### src/design/dbg_div.sv
`default_nettype none
module dbg_div #(
  parameter int unsigned WN = 19,
  parameter int unsigned WD = 7,
  localparam int unsigned CNT_W = $clog2(WN + 1)
) (
  input  wire logic          clk_i,
  input  wire logic          rst_ni,
  input  wire logic          start_i,
  input  wire logic [WN-1:0] num_i,
  input  wire logic [WD-1:0] den_i,
  output logic               done_o,
  output logic      [WN-1:0] quo_o
);

  logic [WN-1:0]    q_q;
  logic [WD:0]      r_q, r_sh;
  logic [WD-1:0]    d_q;
  logic [CNT_W-1:0] cnt_q;
  logic             busy_q, done_q;

  always_comb begin
    r_sh = {r_q[WD-1:0], q_q[WN-1]};
  end

  always_ff @(posedge clk_i or negedge rst_ni) begin
    if (!rst_ni) begin
      busy_q <= 1'b0;
      done_q <= 1'b0;
      cnt_q  <= '0;
    end else begin
      done_q <= 1'b0;
      if (start_i) begin
        busy_q <= 1'b1;
        cnt_q  <= CNT_W'(WN);
      end else if (busy_q) begin
        cnt_q <= cnt_q - 1'b1;
        if (cnt_q == CNT_W'(1)) begin
          busy_q <= 1'b0;
          done_q <= 1'b1;
        end
      end
    end
  end

  always_ff @(posedge clk_i) begin
    if (start_i) begin
      q_q <= num_i;
      r_q <= '0;
      d_q <= den_i;
    end else if (busy_q) begin
      if (r_sh >= {1'b0, d_q}) begin
        r_q <= r_sh - {1'b0, d_q};
        q_q <= {q_q[WN-2:0], 1'b1};
      end else begin
        r_q <= r_sh;
        q_q <= {q_q[WN-2:0], 1'b0};
      end
    end
  end

  assign done_o = done_q;
  assign quo_o  = q_q;

endmodule
`default_nettype wire

### config.mk
export PLATFORM = sky130hd
export DESIGN_NAME = dbg_div
export DESIGN_NICKNAME = d
export VERILOG_FILES = /design/src/design/dbg_div.sv
export SDC_FILE = /design/constraint.sdc
export NUM_CORES = 1
export LEC_CHECK = 0
export ABC_AREA = 1
export BUFFER_PORTS_ARGS = -buffer_cell sky130_fd_sc_hd__clkbuf_2
export CAP_MARGIN = 40
export CELL_PAD_IN_SITES_DETAIL_PLACEMENT = 2
export CELL_PAD_IN_SITES_GLOBAL_PLACEMENT = 2
export CORE_MARGIN = 8
export CORE_UTILIZATION = 30
export DETAILED_ROUTE_END_ITERATION = 12
export GPL_TIMING_DRIVEN = 0
export PLACE_DENSITY_LB_ADDON = 0.05
export SLEW_MARGIN = 15
export SYNTH_ARGS = -nofsm -noshare
export SYNTH_HDL_FRONTEND = slang
export SYNTH_SLANG_ARGS = --single-unit
### constraint.sdc
create_clock -name clk_i -period 3.52 [get_ports clk_i]
set_input_delay 0.176 -clock clk_i [delete_from_list [all_inputs] [get_ports clk_i]]
set_output_delay 0.176 -clock clk_i [all_outputs]
set_load 0.01 [all_outputs]
Word level (Yosys, flattened, before mapping)
Cells that the tools add are included.

cells by class
  $add $sub $neg = 2
  magnitude comparators = 1
  equal/unequal tests = 1
  multiplexer cells = 12
  reductions and logical operators = 1

operators by type and width
  operator                                                               number
  19-bit 2-to-1 mux                                                      2
  5-bit 2-to-1 mux                                                       2
  8-bit by 7-bit greater-or-equal comparator with 1-bit output           1
  1-bit 2-to-1 mux                                                       7
  7-bit 2-to-1 mux                                                       1
  7-bit subtractor                                                       1
  5-bit by 1-bit equality test with 1-bit output, second input constant  1
  5-bit by 1-bit subtractor with 5-bit output, second input constant     1
  2-bit nonzero test                                                     1

storage, ports and cells
  bits in registers = 40
  input bits = 29
  output and inout port bits = 20
  word-level logic and storage cells = 23

Longest topological paths before layout
  depth in word-level cells = 4
  gate-level depth with buffers = 12
  mapped depth without buffers = 12

Worst setup path after synthesis
OpenSTA, ideal clock, no wires.

  path kind = flip-flop to flip-flop
  start point = register q_q[18] (netlist: quo_o[18])
  end point = register r_q[0]
  library setup time = 133 ps
  data arrival time = 1647 ps
  data required time = 3387 ps
  slack = 1740 ps
  cell stages (with the launch flop) = 12
  path buffers = 0
  clock period less this slack = 1780 ps
  cells stage by stage = edfxtp_1 > inv_1 > ha_1 > fa_1 > inv_1 > nand2_1 > nand2_2 > nand3_1 > nand3_4 > nand2_1 > nand3_1 > o21ai_2

on the way
  word-level cells in the longest chain between the ends = 2
  elaborated cells on any way between the ends = 3
  classes of those cells = 1 x add/sub; 1 x order compare; 1 x mux

ends and longest elaborated chain
  what                                                                                                     RTL line  RTL
  from (decl)                                                                                              16        logic [WN-1:0] q_q;
  from (signal assigned)                                                                                   48        q_q <= num_i;
  from (signal assigned)                                                                                   54        q_q <= {q_q[WN-2:0], 1'b1};
  from (signal assigned)                                                                                   57        q_q <= {q_q[WN-2:0], 1'b0};
  7-bit subtractor / 8-bit by 7-bit greater-or-equal comparator with 1-bit output (equally long branches)  53, 52
  7-bit 2-to-1 mux (*)                                                                                     52        if (r_sh >= {1'b0, d_q}) begin
  to (signal assigned)                                                                                     53        r_q <= r_sh - {1'b0, d_q};
  to (signal assigned)                                                                                     56        r_q <= r_sh;
  to (decl)                                                                                                17        logic [WD:0] r_q, r_sh;

Mark *: on every way between the ends. The rest lies on a longest branch, timed or not.
A chain may end at the register's enable or synchronous reset.

Final worst setup path
Same ends and word-level chain as after synthesis.

==> reports/metrics.yaml <==
synth:
  yosysTopAreaCellShare: 0.374
  synth-async-reset-ratio: 0.175
  mappedNetlistArea_sq_um: 2090
  syn_inst: 238
  yosysUniqueCellTypes: 31
  synth_common_cells: "nand2_1, inv_1, edfxtp_1, nand3_1, nor2_1"
  syn_area_per_cell_sq_um: 8.77
  synth-edff-count: 26
  synth.yosys.warnings: 0
  synthTopCellsByArea: "edfxtp_1, nand2_1, dfrtp_1"
  syn_nets: 277
  synth_ff_type: "edfxtp_1"
  synth_most_common_cell: "nand2_1"
  synth_top_area_cell: "edfxtp_1"
  ys_seq_area_frac: 0.525
  ys_ff_latch: 40
floorplan:
  core_area_sq_um: 6760
  die_area_sq_um: 9890
  row_count: 30
  start_util: 0.309
  die_h_um: 99.4
  io_pins: 49
  die_x_um: 99.4
timing:
  final_max_slew_viol_count: 0
  worst_slew_pin_slew_ps: 481
  hold_viol: 0
  finClkSkew_ps: 4.37
  slew_headroom: 0.680
  period_share: 0.593
  final.setup.tns_ps: 0
  grt_setup_unrepaired: "no"
  fmax_mhz: 479
  min_period_ps: 2090
  setup_viol: 0
clock_tree:
  cts_resized: 0
  path_clk_slew_ps: 80
  clk_latency_ps: 290
  clockBufferDepth: 2
  root_buffer: "clkbuf_8"
  cts_buffers: 5
  clock-sinks: 40
  h-tree-depth: 2
  cts_tree: "built"
grt:
  grt.total_usage: 0.128
  grt.overflow.total: 0
  grt_max_degree: 14
  grt_pass1_wl_um: 10100
  grt_pass1_vias: 2138
  grt_antenna_before_repair: 0
cells_and_area:
  n_antenna_cell: 0
  stdcell_area_sq_um: 2540
  drive_above_1_share: 0.247
  multi_input_area_sq_um: 860
  regArea_sq_um: 1100
  nFillCells: 809
  syn_to_final_growth_pct: 21.8
  fin_nets: 334
route:
  drc_errors: 0
  wl_per_cell_um: 15.3
  drt-initial-drc-count: 40
  totalWireLength_um: 5760
  viasPerCell: 4.65
  postRouteAntennaNets: 0
  drtPass1Iterations: 2
  vias: 1750
min_path:
  hp-class: "in -> reg"
power_and_ir_drop:
  power.switching_uw: 583
  peakVddDrop_mv: 0.190
  p_per_area_nw_per_um2: 616
  p_seq_frac: 0.405
  clockPowerShare: 0.201
  internal_power_uw: 983
  p_sw_frac: 0.372
  leakage_uw: 0.00132
  combPwrFrac: 0.394
worst_setup_path:
  cp-start-kind: "flip-flop"
  cp.required_ps: 3740
  cp.arrival_ps: 2310
  worstSetupEndpointType: "flip-flop"
  criticalPathCategory: "reg -> reg"
  crit_fanout: 8
place:
  port-buffer-count: 48
  place_area_sq_um: 2440
  routabilityCongestion: 0.704
  dp_hpwl_um: 4560
job:
  drv_cap: 0
outcome:
  status: "finished clean"
## stage by stage
| stage | instances | power [uW] | utilization | hold WS (ps) | worst slack, ps |
|---|---|---|---|---|---|
| final | 376 | 1570 | 0.376 | 60.6 | 1430 |
| after global routing | 376 | 1700 | 0.376 | 53.4 | 1190 |
| after detailed placement | 367 | 1280 | 0.362 | 29.7 | 1410 |
| after global placement | 366 | 1260 | 0.359 | 28.6 | 1430 |
| after CTS | 376 | 1600 | 0.376 | 51.1 | 1390 |
| after floorplan | 238 | 1090 | - | -120 | 1740 |
## final cells by class
class,count,area share
sequential,40,0.431
clock buffer,8,0.0354
inverter,29,0.0428
buffer,5,0.00935
timing repair buffer,50,0.104
tap,80,0.0394
multi-input combinational,164,0.338
## registers in the layout, summed over array words and instances (netlist names)
| register | count |
|---|---|
| r_q | 7 |
| quo_o | 19 |
| busy_q | 1 |
| d_q | 7 |
| cnt_q | 5 |
| done_o | 1 |
## worst paths after layout
path / from / endpoint / slack [ps] / cells past startpoint
hold / removal: den_i[1] / d_q[1] / 60 / 1
hold reg to reg: r_q[6] / r_q[6] / 480 / 2
setup reg to reg: quo_o[18] / r_q[0] / 1430 / 12
setup / recovery: quo_o[18] / r_q[0] / 1430 / 12
min in group asynchronous: rst_ni / cnt_q[3] / 290 / 2
max in group asynchronous: rst_ni / busy_q / 3060 / 2
## worst max-delay path, stage by stage, from the launching register on
cell,delay [ps]
edfxtp_1,380
inv_1,70
ha_1,250
fa_1,420
inv_1,100
nand2_1,60
nand2_2,70
nand2_2,60
nand2_1,60
nand2_1,210
nand3_1,150
nand3_1,90
o21ai_2,80
## routing by layer
metal / vias to the layer above / global-route usage / wire length [um]
li1: 870 / - / -
met1: 843 / 0.141 / 2550
met2: 31 / 0.230 / 2870
met3: 6 / 0.0370 / 262
met4: 0 / 0.0419 / 75
met5: - / 0 / 0
## what timing repair did
item,CTS,global route
hold buffers,1,0
setup buffers,0,0
hold endpoints to repair,7,0
## cell families (layout without fill, tap and decap cells)
| family | after synthesis | after routing | share of synthesized area |
|---|---|---|---|
| DFF | 40 | 40 | 0.525 |
| adders and majority gates | 10 | 10 | 0.0635 |
| buffers and inverters | 34 | 92 | 0.0635 |
| AOI/OAI and AO/OA | 11 | 11 | 0.0354 |
| and+or+nand+nor | 140 | 140 | 0.300 |
| xor gates and xnor gates | 3 | 3 | 0.0126 |
## cells in the final DEF, fill, tap and decap left out
cell | netlist | final
nand2_1 | 94 | 94
nand3_1 | 12 | 12
o21ai_2 | 1 | 1
nor2_2 | 3 | 3
clkbuf_8 | 0 | 6
a21oi_1 | 4 | 4
o21ai_0 | 2 | 2
and3_1 | 1 | 1
fa_1 | 1 | 1
a21oi_4 | 1 | 1
clkbuf_1 | 3 | 5
dfrtp_1 | 7 | 7
nor2_4 | 1 | 1
nor3_1 | 1 | 1
buf_2 | 1 | 1
nand3_4 | 1 | 1
dlygate4sd3_1 | 0 | 1
nand3_2 | 2 | 2
inv_1 | 27 | 27
xor2_1 | 3 | 3
dfxtp_1 | 7 | 7
buf_4 | 1 | 1
nand3b_1 | 5 | 5
buf_8 | 0 | 1
or2_4 | 1 | 1
edfxtp_1 | 26 | 26
ha_1 | 9 | 9
clkbuf_2 | 0 | 48
nand4_1 | 3 | 3
a22oi_1 | 1 | 1
inv_2 | 2 | 2
a31oi_1 | 1 | 1
nor2_1 | 12 | 12
o21ai_1 | 1 | 1
nand2_2 | 4 | 4
## power groups by stage
stage          clock network, uW  logic, uW  registers, uW
6_report                     315        617            634
5_1_grt                      343        713            644
4_1_cts                      330        637            636
3_5_place_dp                   0        633            644
3_3_place_gp                   0        616            644
2_1_floorplan                  0        449            641
Note: power is estimated with default switching activity, not from simulation.
