**src/design/dbg_store.sv**
```systemverilog
`default_nettype none
module dbg_store #(
  parameter int unsigned MAX_BOXES  = 64,
  parameter int unsigned COORD_BITS = 12,
  localparam int unsigned AW = $clog2(MAX_BOXES),
  localparam int unsigned BW = 4 * COORD_BITS
) (
  input  wire logic          clk_i,
  input  wire logic          box_we_i,
  input  wire logic [AW-1:0] box_waddr_i,
  input  wire logic [BW-1:0] box_wdata_i,
  input  wire logic          ba_re_i,
  input  wire logic [AW-1:0] ba_raddr_i,
  output logic      [BW-1:0] ba_rdata_o,
  input  wire logic          bb_re_i,
  input  wire logic [AW-1:0] bb_raddr_i,
  output logic      [BW-1:0] bb_rdata_o,
  input  wire logic          tk_we_i,
  input  wire logic [AW-1:0] tk_waddr_i,
  input  wire logic          tk_wdata_i,
  input  wire logic          tk_re_i,
  input  wire logic [AW-1:0] tk_raddr_i,
  output logic               tk_rdata_o,
  input  wire logic          mb_we_i,
  input  wire logic [AW-1:0] mb_waddr_i,
  input  wire logic [AW-1:0] mb_wdata_i,
  input  wire logic          mb_re_i,
  input  wire logic [AW-1:0] mb_raddr_i,
  output logic      [AW-1:0] mb_rdata_o
);

  logic [BW-1:0] box_mem [MAX_BOXES];
  logic          tk_mem  [MAX_BOXES];
  logic [AW-1:0] mb_mem  [MAX_BOXES];

  always_ff @(posedge clk_i) begin
    if (box_we_i) begin
      box_mem[box_waddr_i] <= box_wdata_i;
    end
    if (ba_re_i) begin
      ba_rdata_o <= box_mem[ba_raddr_i];
    end
    if (bb_re_i) begin
      bb_rdata_o <= box_mem[bb_raddr_i];
    end
  end

  always_ff @(posedge clk_i) begin
    if (tk_we_i) begin
      tk_mem[tk_waddr_i] <= tk_wdata_i;
    end
    if (tk_re_i) begin
      tk_rdata_o <= tk_mem[tk_raddr_i];
    end
  end

  always_ff @(posedge clk_i) begin
    if (mb_we_i) begin
      mb_mem[mb_waddr_i] <= mb_wdata_i;
    end
    if (mb_re_i) begin
      mb_rdata_o <= mb_mem[mb_raddr_i];
    end
  end

endmodule
`default_nettype wire

```
**config.mk**
```make
export PLATFORM = sky130hd
export DESIGN_NAME = dbg_store
export DESIGN_NICKNAME = d
export VERILOG_FILES = /design/src/design/dbg_store.sv
export SDC_FILE = /design/constraint.sdc
export NUM_CORES = 2
export LEC_CHECK = 0
export BUFFER_PORTS_ARGS = -buffer_cell sky130_fd_sc_hd__buf_4
export CAP_MARGIN = 10
export CORE_ASPECT_RATIO = 1.4
export CORE_MARGIN = 2
export CORE_UTILIZATION = 29
export CTS_BUF_LIST = sky130_fd_sc_hd__clkbuf_2 sky130_fd_sc_hd__clkbuf_4 sky130_fd_sc_hd__clkbuf_8
export CTS_CLUSTER_DIAMETER = 200
export CTS_CLUSTER_SIZE = 25
export DETAILED_ROUTE_END_ITERATION = 6
export PLACE_DENSITY_LB_ADDON = 0.08
export SYNTH_ARGS = -nofsm -noshare
export SYNTH_HDL_FRONTEND = slang
export SYNTH_SLANG_ARGS = --single-unit
```
**constraint.sdc**
```tcl
create_clock -name clk_i -period 4 [get_ports clk_i]
set_input_delay 0.6 -clock clk_i [delete_from_list [all_inputs] [get_ports clk_i]]
set_output_delay 0.6 -clock clk_i [all_outputs]
set_load 0.03 [all_outputs]
```
# Yosys cells after proc, flatten, opt, wreduce, memory -nomap -nowiden
# Memories as Yosys holds them, arrays and structs flattened. A register that Yosys moved wholly into a read port is not among the register bits.
# Cells that the tools add are included.
dict set report totals {
  reg_bits 0
  ram_bits 3520
  in_bits 105
  output_inout_bits 103
  wordCells 9
  n_memories 3
}
dict set report op_classes {
  n_mux 6
}
# name depth width read_ports rd_clocked_by_memory_dff wr line
set mem_list {}
lappend mem_list {box_mem 64 48 2 2 1 32} ;# logic [BW-1:0] box_mem [MAX_BOXES];
lappend mem_list {mb_mem 64 6 1 1 1 34} ;# logic [AW-1:0] mb_mem [MAX_BOXES];
lappend mem_list {tk_mem 64 1 1 1 1 33} ;# logic tk_mem [MAX_BOXES];
# op n
set op_table {}
lappend op_table {{2-to-1 mux 1 bit} 6}

# Longest topological paths before layout
dict set report logic_depth {
  word_depth 2
  depth_mapped 10
  ltp_nobuf 5
}

# Worst setup path before layout
# Ideal clock, no wire load.
dict set report synth_path {
  kind {input port to flip-flop}
  startpoint {input port box_waddr_i[5]}
  endpoint {memory box_mem[32][0] (netlist bit) (enable)}
  setup_ps 454
  arrival_ps 3442
  t_required_ps 3546
  setup_slack_ps 104
  path_stages 4
  n_path_buf 2
  cell_sequence {clkbuf_1 -> or3b_2 -> clkbuf_1 -> nor2_1}
}
# item line
set synth_rtl {}
lappend synth_rtl {{start, declared} 10} ;# input wire logic [AW-1:0] box_waddr_i,
lappend synth_rtl {{end, declared} 32}
# Straight into the memory's write port.

# Worst setup path after layout
dict set report layout_path {
  startpoint {register bb_rdata_o[39] (read register of box_mem)}
  endpoint {output port bb_rdata_o[39]}
}
# item line
set layout_rtl {}
lappend layout_rtl {{start, declared} 17} ;# output logic [BW-1:0] bb_rdata_o,
# No word-level cell between the ends.

==> summary.md <==
| Metric | Value |
|---|---|
| Crit-path leading delay family | `flip-flops` |
| Slew HR | `12.8%` |
| Min Tclk post-route | `3010 ps` |
| DR WL/cell | `43.7 µm` |
| Period Utilization, post-route | `75.3%` |
| Largest family of logic cells by synthesized area | `multiplexers` |
| Crit-path max cell delay | `890 ps` |
| Max-slew violations | `0` |
| Gp weighted congestion | `0.778` |
| CTS Sinks | `3623` |
| Post-CTS setup buffers | `0` |
| EDFF count, synth | `3623` |
| Critical path class | `register to output port` |
| Initial antenna violation count | `75` |
| Cell row count | `325` |
| Yosys top cell by area | `edfxtp_1` |
| HP Start | `tk_we_i` |
| CTS tree | `built` |
| Area fraction in compound gates after synthesis | `1.61%` |
| Syn avg cell area | `22.1 µm²` |
| H-tree levels | `4` |
| Gate Count Post-Synth | `7329` |
| Worst Skew | `96.7 ps` |
| Hold endpoint | `tk_mem[35]$_DFFE_PP_` |
| Leakage | `0.0546 µW` |
| Share of cells above drive strength 1 | `37.1%` |
| RR Endpoint | `mb_rdata_o[5]$_DFFE_PP_` |
| Core Area | `0.558 mm²` |
| Sequential share of the synthesized area | `67.1%` |
| CTS Buffer Depth | `4` |
| Grt total ovfl | `0` |
| Synth warnings | `0` |
| Hold Crit Depth | `3` |
| Area delta synth->final | `11.6%` |
| CP arrival | `2410 ps` |
| DR vias/cell | `5.68` |
| Iteration-0 DRC Markers | `10300` |
| R2R Path Start | `mb_mem[39][5]$_DFFE_PP_` |
| Crit path max fanout | `1` |
| CP max-delay cell | `edfxtp_1` |
| Nets@finish | `7851` |
| Util after Layout | `32.4%` |
| XOR/XNOR share of the synthesized area | `0%` |
| CTS Root Cell | `clkbuf_8` |
| # resized after CTS | `0` |
| Met2 wire length | `336000 µm` |
| Top cells by area, synth | `edfxtp_1, mux4_2, mux2i_1` |
| Endpoint class of the critical path | `output port` |
| Startpoint types | `register` |
| Critical path buffers and inverters | `1` |
| Cell variety after synth | `41` |
| Synthesized flop and latch total | `3623` |
| Ys async rst share | `0%` |
| DRT Pass-1 Iters | `5` |
| Metal3 WL | `33400 µm` |
| DRC viols | `0` |
| I/O Pins | `208` |
| Post-synthesis simple-gate area fraction | `1.16%` |
| CP Cell Sequence | `buf_4` |
| WL final | `660000 µm` |
| Total clock buffers created by CTS | `166` |
| First-pass GRT wire length | `869000 µm` |
| Unrepaired setup endpoints after global routing | `no` |
| Fmax | `332 MHz` |
| Post-DRT Antenna Nets | `0` |
| Synth top area share | `67.1%` |
| Detailed-route via count | `85900` |
| Worst-margin pin slew | `1310 ps` |
| Worst hold path type | `primary input to register` |
| Final hold vios | `0` |
| Highest routed layer | `met5` |
| Die height | `889 µm` |
| Reg2Reg Setup Slack | `1070 ps` |
| M1 WL | `272000 µm` |
| Post-Syn Area | `0.162 mm²` |
| Mux cell area share after synthesis | `28.5%` |
| # port buffers | `207` |
| Status | `finished, final reports clean` |
| TNS Setup | `0 ps` |
| Die area | `0.565 mm²` |
| Vias in the first global route | `90400` |
| Prevailing post-synth register cell | `edfxtp_1` |
| Largest net degree at the start of global routing | `67` |
| Adder-cell share of the synthesized area | `0%` |
| CTS clk-pin slew, worst paths | `160 ps` |
| Worst path required time | `3400 ps` |
| Endpoints failing setup | `0` |
| Initial Utilization | `29.0%` |
| Worst Reg-to-Reg Cells | `5` |
| Die W | `636 µm` |
| Worst vdd ir | `0.215 mV` |
| Total track usage | `23.0%` |
| Hpwl dp | `391000 µm` |
| PwrDens | `363 mW/mm²` |
| Mapped Nets | `7434` |
| Clock Latency Late Sink | `1230 ps` |
| Max-cap violations | `0` |
-- flip-flops by register name, indices dropped and copies added (netlist names) --
name	flops
mb_rdata_o	6
tk_rdata_o	1
ba_rdata_o	48
mb_mem	384
bb_rdata_o	48
box_mem	3072
tk_mem	64
-- logic make-up (layout without fill, tap and decap cells) --
logic type / count (synthesis) / count (layout)
compound gates: 386 / 386
buf+inv: 559 / 986
flops: 3623 / 3623
mux: 2319 / 2319
other cells: 0 / 11
simple gates: 442 / 442
-- power breakdown --
part | switching, µW | leakage (µW) | total, µW | internal (µW)
Clock | 12000 | 0.00123 | 15900 | 3890
Combinational | 4250 | 0.0207 | 7250 | 3000
Sequential | 348 | 0.0327 | 42500 | 42100
-- worst max path at each step --
stage | cells past startpoint | to | slack, ps | startpoint
2_1_floorplan | 4 | box_mem[32][0]$_DFFE_PP_ | 100 | box_waddr_i[5]
3_3_place_gp | 7 | ba_rdata_o[3]$_DFFE_PP_ | 300 | ba_raddr_i[0]
3_5_place_dp | 7 | ba_rdata_o[3]$_DFFE_PP_ | 340 | ba_raddr_i[0]
4_1_cts | 1 | bb_rdata_o[39] | 720 | bb_rdata_o[39]$_DFFE_PP_
5_1_grt | 1 | bb_rdata_o[39] | 840 | bb_rdata_o[39]$_DFFE_PP_
6_report | 1 | bb_rdata_o[39] | 990 | bb_rdata_o[39]$_DFFE_PP_
-- placed cells by master (no fill, tap or decap), types with 13 or more instances in the layout --
cell type / n
buf_12: 229
nand3_1: 19
a211oi_1: 13
nand2_1: 103
clkbuf_8: 170
mux2_2: 38
o22ai_1: 91
a22oi_1: 69
mux4_2: 1839
a21oi_1: 85
buf_4: 491
mux2i_1: 442
nor2_4: 66
nor2b_1: 20
o211ai_1: 43
nor2_1: 178
dlygate4sd3_1: 76
a221oi_1: 42
edfxtp_1: 3623
-- timing repair --
action	4_1_cts	5_1_grt
setup endpoints to repair	0	0
hold endpoints to repair	3607	0
hold buffers	76	0
-- synthesized netlist by cell type, types with 3 or more instances --
cell      instances
a211oi_1         13
a21o_1            7
a21oi_1          86
a221oi_1         42
a22o_1            9
a22oi_1          69
a31oi_1           8
and2_1            6
buf_1            44
buf_2           235
buf_4            42
buf_6             9
clkbuf_1        228
edfxtp_1       3623
mux2_2           38
mux2i_1         442
mux4_2         1839
nand2_1         106
nand2b_1         11
nand3_1          19
nand3b_1          9
nand4_1           3
nor2_1          246
nor2b_1          25
nor3_1            4
o211ai_1         43
o21ai_0           7
o221ai_1          4
o22ai_1          91
or3b_2            6
-- layout make-up --
type                    count  area, µm²
inverters                   1       3.75
fillers                 52500     377000
diodes                     11       27.5
well taps                7357       9210
flip-flops and latches   3623     109000
repair buffers            807       9210
clock buffers             170       2340
clock inverters             8       57.6
multi-input cells        3147      51400
-- stage by stage --
step / std cells / hold WS, ps / cell area (µm²) / setup slack (ps) / power [µW]
2_1_floorplan: 7329 / 699 / 162000 / 104 / 47100
3_3_place_gp: 14900 / 798 / 178000 / 299 / 50600
3_5_place_dp: 14900 / 805 / 178000 / 345 / 50700
4_1_cts: 15100 / 6.57 / 181000 / 720 / 66500
5_1_grt: 15100 / 72.0 / 181000 / 842 / 67700
6_report: 15100 / 143 / 181000 / 989 / 65600
-- per-layer routing --
metal | up-vias | GRT usage, %
met5 | - | 0
met4 | 2 | 5.54
met3 | 636 | 2.45
met2 | 3176 | 40.4
met1 | 49300 | 30.4
li1 | 32800 | -
Power figures use the tool's default switching activity.
