**config.mk**
```make
export PLATFORM = sky130hd
export DESIGN_NAME = dbg_iou
export DESIGN_NICKNAME = d
export VERILOG_FILES = /design/src/design/dbg_pkg.sv /design/src/design/dbg_iou.sv
export SDC_FILE = /design/constraint.sdc
export NUM_CORES = 2
export LEC_CHECK = 0
export BUFFER_PORTS_ARGS = -buffer_cell sky130_fd_sc_hd__buf_2
export CAP_MARGIN = 5
export CELL_PAD_IN_SITES_DETAIL_PLACEMENT = 0
export CELL_PAD_IN_SITES_GLOBAL_PLACEMENT = 1
export CORE_MARGIN = 4
export CORE_UTILIZATION = 46
export DETAILED_ROUTE_END_ITERATION = 8
export PLACE_DENSITY_LB_ADDON = 0.12
export SLEW_MARGIN = 10
export SYNTH_ARGS = -nofsm -noshare
export SYNTH_HDL_FRONTEND = slang
export SYNTH_SLANG_ARGS = --single-unit
```
**constraint.sdc**
```tcl
create_clock -name clk_i -period 6.54 [get_ports clk_i]
set_clock_uncertainty 0.2 [all_clocks]
set_input_delay 0.654 -clock clk_i [delete_from_list [all_inputs] [get_ports clk_i]]
set_output_delay 0.654 -clock clk_i [all_outputs]
set_load 0.01 [all_outputs]
```
**src/design/dbg_pkg.sv**
```systemverilog
`default_nettype none
package dbg_pkg;

  localparam int unsigned THR_W      = 16;
  localparam int unsigned MINNB_W    = 7;
  localparam int unsigned CFG_IDX_W  = 1;
  localparam int unsigned CFG_DATA_W = 16;
  localparam int unsigned RESULT_CAP = 64;
  localparam int unsigned NOUT_W     = 7;

  localparam logic [CFG_IDX_W-1:0] CFG_IOU_THR = 1'b0;
  localparam logic [CFG_IDX_W-1:0] CFG_MIN_NB  = 1'b1;

  localparam logic [THR_W-1:0]   IOU_THR_RST = 16'd19661;
  localparam logic [MINNB_W-1:0] MIN_NB_RST  = 7'd3;

  typedef struct packed {
    logic done;
    logic hit;
  } iou_res_t;

endpackage
`default_nettype wire

```
**src/design/dbg_iou.sv**
```systemverilog
`default_nettype none
module dbg_iou #(
  parameter int unsigned COORD_BITS = 12,
  localparam int unsigned C  = COORD_BITS,
  localparam int unsigned PW = 2 * COORD_BITS + 17
) (
  input  wire logic                  clk_i,
  input  wire logic                  rst_ni,
  input  wire logic                  start_i,
  input  wire logic [C-1:0]          ax_i,
  input  wire logic [C-1:0]          ay_i,
  input  wire logic [C-1:0]          aw_i,
  input  wire logic [C-1:0]          ah_i,
  input  wire logic [C-1:0]          bx_i,
  input  wire logic [C-1:0]          by_i,
  input  wire logic [C-1:0]          bw_i,
  input  wire logic [C-1:0]          bh_i,
  input  wire logic [dbg_pkg::THR_W-1:0] thr_i,
  output dbg_pkg::iou_res_t          res_o
);
  import dbg_pkg::*;

  logic [3:0]     v_q;
  logic [C:0]     ea_x, eb_x, ea_y, eb_y, min_x, max_x, min_y, max_y;
  logic [C:0]     ix_full, iy_full;
  logic [C-1:0]   ix_q, iy_q, aw_q, ah_q, bw_q, bh_q;
  logic [2*C-1:0] inter_q, aa_q, ab_q, inter3_q;
  logic [2*C:0]   uni_q;
  logic [PW-1:0]  prod_q, lhs_q;
  logic           nz_q, hit_q, done_q;

  always_comb begin
    ea_x  = {1'b0, ax_i} + {1'b0, aw_i};
    eb_x  = {1'b0, bx_i} + {1'b0, bw_i};
    ea_y  = {1'b0, ay_i} + {1'b0, ah_i};
    eb_y  = {1'b0, by_i} + {1'b0, bh_i};
    min_x = (ea_x < eb_x) ? ea_x : eb_x;
    min_y = (ea_y < eb_y) ? ea_y : eb_y;
    max_x = (ax_i > bx_i) ? {1'b0, ax_i} : {1'b0, bx_i};
    max_y = (ay_i > by_i) ? {1'b0, ay_i} : {1'b0, by_i};
    ix_full = (min_x > max_x) ? (min_x - max_x) : '0;
    iy_full = (min_y > max_y) ? (min_y - max_y) : '0;
  end

  always_ff @(posedge clk_i or negedge rst_ni) begin
    if (!rst_ni) begin
      v_q    <= '0;
      done_q <= 1'b0;
    end else begin
      v_q    <= {v_q[2:0], start_i};
      done_q <= v_q[3];
    end
  end

  always_ff @(posedge clk_i) begin
    ix_q     <= ix_full[C-1:0];
    iy_q     <= iy_full[C-1:0];
    aw_q     <= aw_i;
    ah_q     <= ah_i;
    bw_q     <= bw_i;
    bh_q     <= bh_i;
    inter_q  <= ix_q * iy_q;
    aa_q     <= aw_q * ah_q;
    ab_q     <= bw_q * bh_q;
    uni_q    <= {1'b0, aa_q} + {1'b0, ab_q} - {1'b0, inter_q};
    inter3_q <= inter_q;
    prod_q   <= PW'(thr_i) * PW'(uni_q);
    lhs_q    <= {1'b0, inter3_q, 16'b0};
    nz_q     <= (uni_q != '0);
    hit_q    <= nz_q && (lhs_q > prod_q);
  end

  assign res_o.done = done_q;
  assign res_o.hit  = hit_q;

endmodule
`default_nettype wire

```
# == Word level (Yosys, flattened, before mapping) ==
# Index checks and enable logic that the tools add are counted.
# classes
muxes,4
multipliers,4
add_sub_neg,8
reduce_logical,2
order_cmp,7
# op_table
operator,count
multiplier 12 x 12 -> 24 bit,3
adder 12 x 12 -> 13 bit,4
> comparator 40 x 41 -> 1 bit,1
multiplier 16 x 25 -> 41 bit,1
> comparator 13 x 12 -> 1 bit,2
less-than comparator 13 bit,2
2-to-1 mux 13 bit,2
adder 24 x 24 -> 25 bit,1
nonzero test 25 bit,1
subtractor 25 x 24 -> 25 bit,1
> comparator 12 bit,2
2-to-1 mux 12 bit,2
subtractor 12 bit,2
logical AND 1 bit,1
# totals
out_inout_bits,2
ff_bits,265
in_bits,115

# == Logic depth before layout (Yosys ltp) ==
# logic_depth
depth_word,4
ltp_mapped,30
ltp_nobuf,29

# == Worst setup path before layout ==
# Ideal clock, no wire load.
# synth_timing
path_kind,in2reg
startpoint,in thr_i[9] in the netlist's numbering
endpoint,reg prod_q[39]
setup_time_ns,0.125
path_stages,24
arrival_time_ns,6.084
slack_ns,0.131
n_path_buf,3
cell_sequence,clkbuf_1 clkbuf_1 nand2_1 fa_1 inv_1 fa_1 inv_1 fa_1 inv_1 fa_1 fa_1 inv_1 fa_1 inv_1 ha_1 buf_2 nand3_1 o41ai_1 a31oi_1 a21boi_1 o21ai_1 o31ai_1 a221oi_1 xnor2_1
# synth_via
elab_chain_len,1
# synth_lines
element,line,source
from (decl),dbg_iou.sv:18,"input wire logic [dbg_pkg::THR_W-1:0] thr_i,"
multiplier 16 x 25 -> 41 bit,dbg_iou.sv:67,prod_q <= PW'(thr_i) * PW'(uni_q);
to (signal assigned),dbg_iou.sv:67,
to (decl),dbg_iou.sv:29,"logic [PW-1:0] prod_q, lhs_q;"
# Every way passes these cells.
# A chain may end at the register's enable or synchronous reset.

# == Final worst setup path ==
# layout_timing
startpoint,reg uni_q[13]
endpoint,reg prod_q[38]
# layout_via
elab_chain_len,1
# layout_lines
element,line,source
from (decl),dbg_iou.sv:28,logic [2*C:0] uni_q;
from (signal assigned),dbg_iou.sv:65,"uni_q <= {1'b0, aa_q} + {1'b0, ab_q} - {1'b0, inter_q};"
multiplier 16 x 25 -> 41 bit,dbg_iou.sv:67,
# Every way passes these cells.

==> metrics.csv <==
metric;value;unit
port_buffers;116;
grt_pass1_wl;163000;µm
critical_path.max_fanout;11;
place_congestion;0.857;
cp.arrival;6.54;ns
fin_crit;6.24;ns
min_path_type;in -> reg;
tritoncts;built;
synth_seq_cells;265;
grt-ovfl-total;0;
clock_latency;0.57;ns
slowest_delay;0.52;ns
viasPerCell;5.00;
final_nets;5784;
yosysSeqAreaShare;13.6;%
grt_setup_unrepaired;false;
worst-r2r-cell-count;24;
drtIter0Drc;1109;
grtUsageTotal;22.4;%
cp_top_family;adder cells;
place_ws;-0.248;ns
critical_path_class;reg -> reg;
tightest_slew;0.709;ns
report.final.slew_viol_count;0;
syn_to_final_growth;10.4;%
period_share;95.3;%
crit_chain;buf_4 > and2_1 > fa_1 > inv_1 > fa_1 > fa_1 > inv_1 > fa_1 > fa_1 > inv_1 > fa_1 > inv_1 > ha_1 > a21oi_1 > nand2b_1 > o21ai_0 > buf_4 > a221oi_1 > nor3_1 > buf_4 > o21ai_1 > buf_4 > a211oi_1 > xnor2_1;
synth.net_count;5599;
multiInputGateArea;0.0301;mm²
r2r-start;uni_q[13];
antenna_left;0;
n_antenna_cell;0;
cpMostUsedCell;fa_1;
cts_num_sinks;265;
die_area;0.0901;mm²
dr.pass1.iters;5;
synth_cell_types;82;
die_w;300;µm
grt_start_max_net_pins;26;
hold_start;bw_i[2];
cts-root-buf;clkbuf_16;
numCtsBuffers;28;
wirelength;97000;µm
async_flop_share;1.89;%
relSlewSlack;52.7;%
crit_required;6.85;ns
yosys_warnings;0;
min_to;bw_q[2];
synth_area;0.0393;mm²
crit_slowest_cell;fa_1;
timing.critical_path.to_type;flip-flop;
max_clock_freq;160;MHz
grt_pass1_vias;30600;
drc;0;
postSynthAreaPerCell;9.00;µm²
hold_path_depth;1;
antenna_found_initial;3;
clockBufferDepth;3;
io_pins;117;
coreArea;0.0841;mm²
detailed_place_hpwl;83700;µm
outcome;finished clean;
route.detailed.wl_per_inst;17.0;µm
setup_viol;0;
fin_ws;0.305;ns
r2r-end;prod_q[38];
regToRegSetupSlack;0.30;ns
synth_edf_count;0;
netlist_instances;4366;
max_cap_viol_count;0;
initial_utilization;46.7;%
regArea;0.00536;mm²
crit_path_start_kind;flip-flop;
rows;106;
htree_levels;1;
synth_ff_type;dfxtp_1;
hold_violations;0;
drive_above_1_share;9.18;%
n_fill_cell;8096;
clkTransAtPathRegs;0.07;ns
die_height;300;µm
vias;28500;
critPathBufInv;8;
## synth_stat cells (4+ instances only)
master	instances	area [µm²]
a2111oi_0	4	35.0
a211oi_1	13	97.6
a21o_1	94	706
a21oi_1	136	681
a221oi_1	5	43.8
a31o_2	4	35.0
a31oi_1	16	100
and2_1	342	2140
and3_1	16	100
buf_1	4	15.0
buf_2	9	45.0
clkbuf_1	140	526
dfrtp_1	5	125
dfxtp_1	260	5200
fa_1	650	13000
ha_1	468	5860
inv_1	880	3300
mux2_2	4	45.0
mux2i_1	32	320
nand2_1	585	2200
nand2b_1	21	131
nand3_1	35	175
nand4_1	27	169
nor2_1	107	402
nor2b_1	34	213
nor3_1	41	205
nor4_1	13	81.3
o211ai_1	8	60.1
o21a_1	22	165
o21ai_0	79	395
o21ai_1	10	50.1
o21ba_2	7	70.1
o21bai_1	25	188
o311ai_0	4	35.0
o31ai_1	5	37.5
o41ai_1	9	78.8
or2_2	6	37.5
or3_1	6	37.5
or4_1	6	45.0
xnor2_1	111	972
xor2_1	53	464
## per-stage QoR
stage / setup TNS (ns) / util (%) / hold slack, ns / instances / cell area [µm²]
2_1_floorplan: 0 / - / 0.110 / 4366 / 39300
3_3_place_gp: -1.18 / 50.1 / 0.110 / 5639 / 42100
3_5_place_dp: -2.30 / 50.1 / 0.112 / 5639 / 42100
4_1_cts: 0 / 51.4 / 0.00262 / 5706 / 43200
5_1_grt: 0 / 51.6 / 0.00899 / 5707 / 43400
6_report: 0 / 51.6 / 0.0255 / 5707 / 43400
## worst reg2reg max path, delay by kind of cell (launching register included)
family / cells / cell delay, ns
flip-flops: 1 / 0.46
buffers and inverters: 8 / 0.92
adder cells (fa/ha/maj): 7 / 3.20
AO/OA/AOI/OAI: 5 / 0.80
AND/OR/NAND/NOR: 3 / 0.42
XOR/XNOR: 1 / 0.15
## layout make-up
type                       instances  area share, %
clock buffer                      32           1.70
inverter                         880           7.62
sequential                       265           12.4
clock inverter                    20          0.511
tap                             1134           3.27
timing repair buffer             313           5.06
multi-input combinational       3063           69.5
## repair_timing
action                                 in CTS  in global routing
endpoints found under the hold margin      19                  0
pin swaps                                   0                 16
setup endpoints to repair                   1                 26
gates resized for setup                     1                 46
hold buffers                               15                  0
cloned                                      0                  1
buffers inserted                            0                  1
## metal layers
layer	up-vias	GRT usage (%)	routed length (µm)
met1	14100	29.4	43700
met2	400	40.6	48400
met5	-	0	25
li1	13900	-	-
met3	90	1.93	2830
met4	4	4.28	2000
## kinds of logic (layout without fill, tap and decap cells)
kind of cell / count (synthesis) / after routing / synth area share [%]
compound gates: 496 / 496 / 8.46
xor+xnor: 164 / 164 / 3.66
fa+ha+maj: 1118 / 1118 / 48.0
buf+inv: 1038 / 1245 / 10.0
flops: 265 / 265 / 13.6
mux: 36 / 36 / 0.930
simple gates: 1249 / 1249 / 15.3
## worst max-delay path by stage
stage | start | to | cells after the start
after detailed placement | thr_i[1] | prod_q[38] | 26
after CTS | bh_i[0] | iy_q[7] | 29
final | uni_q[13] | prod_q[38] | 24
after global routing | uni_q[13] | prod_q[38] | 24
after global placement | thr_i[1] | prod_q[39] | 22
after floorplan | thr_i[9] | prod_q[39] | 24
## flip-flops by register name (all words and copies together), names as in the netlist
register,count
prod_q,41
nz_q,1
hit_q,1
inter_q,24
done_q,1
aw_q,12
bh_q,12
ah_q,12
ab_q,24
v_q,4
lhs_q,24
iy_q,12
aa_q,24
inter3_q,24
bw_q,12
uni_q,25
ix_q,12
## cells in the final DEF (no fill, tap or decap), types with 11 or more instances in the layout
master	count
and3_1	16
dlygate4sd3_1	14
a21oi_1	134
xor2_1	52
nor2b_1	33
a31oi_1	16
nor4_1	13
buf_2	115
nor3_1	40
o21ai_0	76
nand4_1	27
buf_4	175
nand2b_1	21
ha_1	465
o21a_1	22
nor2_1	106
nand3_1	35
mux2i_1	32
a211oi_1	12
o21ai_1	11
inv_1	880
dfxtp_1	245
nand2_1	584
a21o_1	94
fa_1	649
and2_1	341
xnor2_1	111
clkbuf_16	28
o21bai_1	25
Power is not shown: default switching activity piles up to over one toggle a cycle in this logic, so the estimate is an artifact.
